<file path="src/design/sact_pkg.sv">
// ---------------------------------------------------------------------------
// sact_pkg: shared types and constants of the station address counter table
// Table geometry, frame classification constants and controller codes.
// ---------------------------------------------------------------------------
`default_nettype none

package sact_pkg;

    // Table geometry
    localparam int TABLE_DEPTH = 64;
    localparam int IDX_W       = (TABLE_DEPTH > 1) ? $clog2(TABLE_DEPTH) : 1;
    localparam int USED_W      = $clog2(TABLE_DEPTH + 1);

    // Field widths fixed by the interface
    localparam int LEN_W    = 12;
    localparam int FC_W     = 16;
    localparam int ADDR_W   = 48;
    localparam int HITS_W   = 32;
    localparam int OIDX_W   = 6;
    localparam int OUSED_W  = 7;
    localparam int LIMIT_W  = 7;
    localparam int CMP_W    = (USED_W > LIMIT_W) ? USED_W : LIMIT_W;

    // Frame classification
    localparam logic [FC_W-1:0]  FC_SUBTYPE_MASK = 16'h00F0;
    localparam logic [FC_W-1:0]  FC_PROBE_REQ    = 16'h0040;
    localparam logic [FC_W-1:0]  FC_AUTH         = 16'h00B0;
    localparam logic [LEN_W-1:0] MIN_FRAME_LEN   = 12'd24;

    localparam logic [LIMIT_W-1:0] LIMIT_RESET = 7'd64;

    // Register addresses
    localparam int PADDR_W = 3;
    localparam int REG_ENTRY_LIMIT = 0;

    typedef enum logic [1:0] {
        ST_IDLE,
        ST_SCAN,
        ST_HIT,
        ST_MISS
    } t_state;

    typedef enum logic [1:0] {
        RES_IGN,
        RES_DROP,
        RES_NEW,
        RES_HIT
    } t_res;

    typedef struct packed {
        logic load;      // latch the incoming header
        logic scan;      // advance the address scan
        logic cnt_read;  // fetch the count of the matched entry
        logic finish;    // commit the result and any table update
        t_res res;
    } t_dp_cmd;

    typedef struct packed {
        logic in_counted;
        logic empty;
        logic hit;
        logic scan_miss;
        logic room;
    } t_dp_stat;

endpackage

`default_nettype wire

</file>
<file path="src/design/sact_ctrl.sv">
// ---------------------------------------------------------------------------
// sact_ctrl: lookup sequencer
// Walks one frame through scan, update and result commit.
// ---------------------------------------------------------------------------
`default_nettype none

module sact_ctrl (
    input  wire               i_clk,
    input  wire               i_rst_n,
    input  wire               i_start,
    input  sact_pkg::t_dp_stat i_stat,
    output sact_pkg::t_dp_cmd  o_cmd,
    output logic              o_busy
);
    import sact_pkg::*;

    t_state r_state;
    t_state n_state;

    always_ff @(posedge i_clk) begin
        if (!i_rst_n) begin
            r_state <= ST_IDLE;
        end else begin
            r_state <= n_state;
        end
    end

    always_comb begin
        n_state = r_state;
        case (r_state)
            ST_IDLE: begin
                if (i_start && i_stat.in_counted) begin
                    n_state = i_stat.empty ? ST_MISS : ST_SCAN;
                end
            end
            ST_SCAN: begin
                if (i_stat.hit) begin
                    n_state = ST_HIT;
                end else if (i_stat.scan_miss) begin
                    n_state = ST_MISS;
                end
            end
            ST_HIT:  n_state = ST_IDLE;
            ST_MISS: n_state = ST_IDLE;
            default: n_state = ST_IDLE;
        endcase
    end

    always_comb begin
        o_cmd  = '{load: 1'b0, scan: 1'b0, cnt_read: 1'b0, finish: 1'b0, res: RES_IGN};
        o_busy = 1'b1;
        case (r_state)
            ST_IDLE: begin
                o_busy     = 1'b0;
                o_cmd.load = i_start;
                // ignored frames finish in the accepting cycle
                o_cmd.finish = i_start && !i_stat.in_counted;
                o_cmd.res    = RES_IGN;
            end
            ST_SCAN: begin
                o_cmd.scan     = 1'b1;
                o_cmd.cnt_read = i_stat.hit;
            end
            ST_HIT: begin
                o_cmd.finish = 1'b1;
                o_cmd.res    = RES_HIT;
            end
            ST_MISS: begin
                o_cmd.finish = 1'b1;
                o_cmd.res    = i_stat.room ? RES_NEW : RES_DROP;
            end
            default: begin
                o_busy = 1'b1;
            end
        endcase
    end

endmodule

`default_nettype wire

</file>
<file path="config.mk">
export PLATFORM = sky130hd
export DESIGN_NAME = sact_ctrl
export DESIGN_NICKNAME = d
export VERILOG_FILES = /design/src/design/sact_pkg.sv /design/src/design/sact_ctrl.sv
export SDC_FILE = /design/constraint.sdc
export NUM_CORES = 1
export LEC_CHECK = 0
export BUFFER_PORTS_ARGS = -buffer_cell sky130_fd_sc_hd__buf_4
export CELL_PAD_IN_SITES_DETAIL_PLACEMENT = 0
export CELL_PAD_IN_SITES_GLOBAL_PLACEMENT = 1
export CORE_AREA = 2 2 39 41
export DETAILED_ROUTE_END_ITERATION = 16
export DIE_AREA = 0 0 41 43
export PLACE_DENSITY_LB_ADDON = 0.1
export SYNTH_ARGS = -nofsm -noshare
export SYNTH_HDL_FRONTEND = slang
export SYNTH_SLANG_ARGS = --single-unit
</file>
<file path="constraint.sdc">
create_clock -name i_clk -period 0.9 [get_ports i_clk]
set_clock_uncertainty 0.1 [all_clocks]
set_input_delay 0.045 -clock i_clk [delete_from_list [all_inputs] [get_ports i_clk]]
set_output_delay 0.045 -clock i_clk [all_outputs]
set_load 0.03 [all_outputs]
</file>
==> impl_metrics.tcl <==
set metrics [dict create \
    cts_tree "done" \
    cp-endpoint "o_cmd[3]" \
    reg_top3 "r_state: 2 flops" \
    rsz0062_at_grt "yes" \
    final-hold-violation-count 1 \
    ir_drop_mv 0.410 \
    p_leak_nw 0.182 \
    timing.rr.end "r_state[1]" \
    relSlewSlack 0.845 \
    start_util 0.110 \
    reg2reg_slack_ns -0.23 \
    clock.fmax_ghz 0.833 \
    ioPinCount 15 \
    cellInternalPower_w 0.000384 \
    yosys-top-cells-count "3 x a21oi_1, 3 x inv_1, 2 x dfxtp_1, 2 x nor2_1" \
    p_sw_w 0.000187 \
    synth-main-ff-cell "dfxtp_1" \
    required_ns 0.75 \
    status "finished with violations" \
    p_sw_frac 0.327 \
    cts_buffers 3 \
    grt_start_max_net_pins 7 \
    syn_avg_cell_area_um2 8.48 \
    yosys_warnings 0 \
    grt.total_usage 0.0782 \
    grt_pass1_wl_um 841 \
    synth_seq_area_share 0.262 \
    area_delta_synth_final_pct 170 \
    timing.final.crit_share 1.33 \
    combinationalPowerShare 0.426 \
    antennaDiodeCount 0 \
    hp-class "in -> reg" \
    htree_levels 1 \
    drc 0 \
    powerDensity_mw_per_mm2 1380 \
    syn_area_um2 153 \
    clkTransAtPathRegs_ns 0.04 \
    hpwl_um 377 \
    worst_path_max_delay_cell "dfxtp_2" \
    yosys.area.top_type_share 0.262 \
    post-route-min-period_ns 1.20 \
    critical_path_buf_inv_count 1 \
    synth_area_leaders "dfxtp_1 26%, a2111oi_4 18%, a21oi_1 9.8%" \
    cts-root-buf "clkbuf_4" \
    n_fill_cell 152 \
    path_depth 3 \
    grt_antenna_before_repair 0 \
    critPathArrivalTime_ns 1.06 \
    reg2reg_depth 3 \
    crit_family "simple AND/OR/NAND/NOR gates" \
    hold_ws_ns -0.0824 \
    endpoint_kind "output pin" \
    layout-drive-gt1-share 0.800 \
    top_register "r_state" \
    rows 14 \
    grt_pass1_vias 215 \
    worst_setup_path_start_kind "flip-flop" \
    layout.nets 49 \
    synthCells 18 \
    critPathMaxStageDelay_ns 0.32 \
    crit_start "r_state[1]" \
    grt_use_met2 0.113 \
    wirelength_um 506 \
    fin_util 0.298 \
    r2r-start "r_state[0]" \
    cts.sinks 2 \
    synth_top_area_cell "dfxtp_1" \
    max-cap-violations 0 \
    avgRoutedWirePerCell_um 9.04 \
    routed_via_density 3.82 \
    synth_cell_types 12 \
    insertion_delay_ns 0.23 \
    crit_chain "and2b_4, and2_4, buf_6" \
    use_met1 0.0671 \
    syn_nets 26 \
    grt-ovfl-total 0 \
    grtUsageMet3 0.0471 \
    clockPowerShare 0.393 \
    fp.dieH_um 43 \
    synth_edf_count 0 \
    violations "hold timing, setup timing" \
    path_max_fanout 4 \
    ys_ff_latch 2 \
    layout_setup_ws_ns -0.301 \
    busiest_layer "met2" \
    post-place-ws_ns -0.115 \
    finalMaxSlewViolations 0 \
    fp.dieArea_mm2 0.00176 \
    worst_slew_pin_slew_ns 0.232 \
    critical_path_class "reg -> out" \
    coreArea_mm2 0.00138 \
    clockBufferDepth 2 \
    largest_register_ff_count 2 \
    chipWidth_um 41 \
    async_flop_share 0 \
    ant_nets 0 \
    port_buffers 14 \
    drtPass1Iterations 1 \
    drtIter0Drc 0 \
    vias 214 \
    setup_violations 9 \
    power_frac_seq 0.181 \
    gp_congestion 0.586 \
]
==> layout make-up <==
| class | instances | area (um^2) | share of cell area |
|---|---|---|---|
| multi-input combinational | 13 | 141 | 0.342 |
| sequential | 2 | 45.0 | 0.109 |
| clock buffer | 4 | 26.3 | 0.0636 |
| tap | 16 | 20.0 | 0.0485 |
| timing repair buffer | 18 | 169 | 0.409 |
| inverter | 3 | 11.3 | 0.0273 |
==> cells in the final DEF (no fill, tap or decap) <==
cell type and count:
dfxtp_2 1, clkbuf_4 3, buf_6 9, and2_4 1, nor2_2 1, clkbuf_1 1
buf_4 9, a211oi_1 1, dfxtp_4 1, nand2b_1 1, a21oi_1 1, and2b_4 1
a21oi_2 1, nor2_1 1, a21oi_4 1, o31ai_4 1, inv_1 3, a2111oi_4 1
or2_4 1, nor2_4 1
==> timing repair <==
item / CTS / global route
setup buffers: 2 / 0
endpoints found under the setup margin: 9 / 9
gates resized for setup: 11 / 1
pin swaps: 2 / 1
hold endpoints to repair: 1 / 1
==> layer usage <==
| metal | share of wire | up-vias |
|---|---|---|
| met3 | 0.055 | 0 |
| met2 | 0.57 | 5 |
| met4 | 0 | 0 |
| li1 | - | 106 |
| met5 | 0 | - |
| met1 | 0.37 | 103 |
==> worst register-to-register path, stage by stage (launching register included) <==
cell	delay (ns)
dfxtp_4	0.35
and2b_4	0.18
buf_6	0.11
a2111oi_4	0.27
==> kinds of logic (layout without fill, tap and decap cells) <==
kind of cell | after synthesis | in the layout | share of synthesized area
flip-flops | 2 | 2 | 0.262
buffers and inverters | 3 | 25 | 0.0738
AO/OA/AOI/OAI | 6 | 6 | 0.377
AND/OR/NAND/NOR | 7 | 7 | 0.287
==> worst min path at each step <==
| stage | startpoint | to | cells past startpoint |
|---|---|---|---|
| finish | i_stat[2] | r_state[0] | 2 |
| global route | i_stat[2] | r_state[0] | 2 |
| CTS | i_stat[2] | r_state[0] | 2 |
| detailed placement | i_stat[2] | r_state[0] | 2 |
| global placement | i_stat[2] | r_state[0] | 2 |
| floorplan | i_stat[2] | r_state[0] | 1 |
==> metrics by stage <==
step / instances / hold slack [ns] / total power, W / setup TNS (ns) / instance area [um^2]
2_1_floorplan: 18 / 0.0382 / 0.000225 / -0.571 / 183
3_3_place_gp: 50 / 0.157 / 0.000308 / -0.457 / 323
3_5_place_dp: 50 / 0.156 / 0.000308 / -0.508 / 323
4_1_cts: 56 / -0.0892 / 0.000582 / -2.15 / 409
5_1_grt: 56 / -0.0805 / 0.000623 / -2.43 / 413
6_report: 56 / -0.0824 / 0.000570 / -1.98 / 413
==> power groups by stage <==
stage / combinational [W] / sequential, W / clock, W
6_report: 0.000243 / 0.000103 / 0.000224
5_1_grt: 0.000257 / 0.000105 / 0.000261
4_1_cts: 0.000242 / 0.000103 / 0.000237
3_5_place_dp: 0.000203 / 0.000105 / 0
3_3_place_gp: 0.000203 / 0.000105 / 0
2_1_floorplan: 0.000119 / 0.000106 / 0
Power figures use the tool's default switching activity.
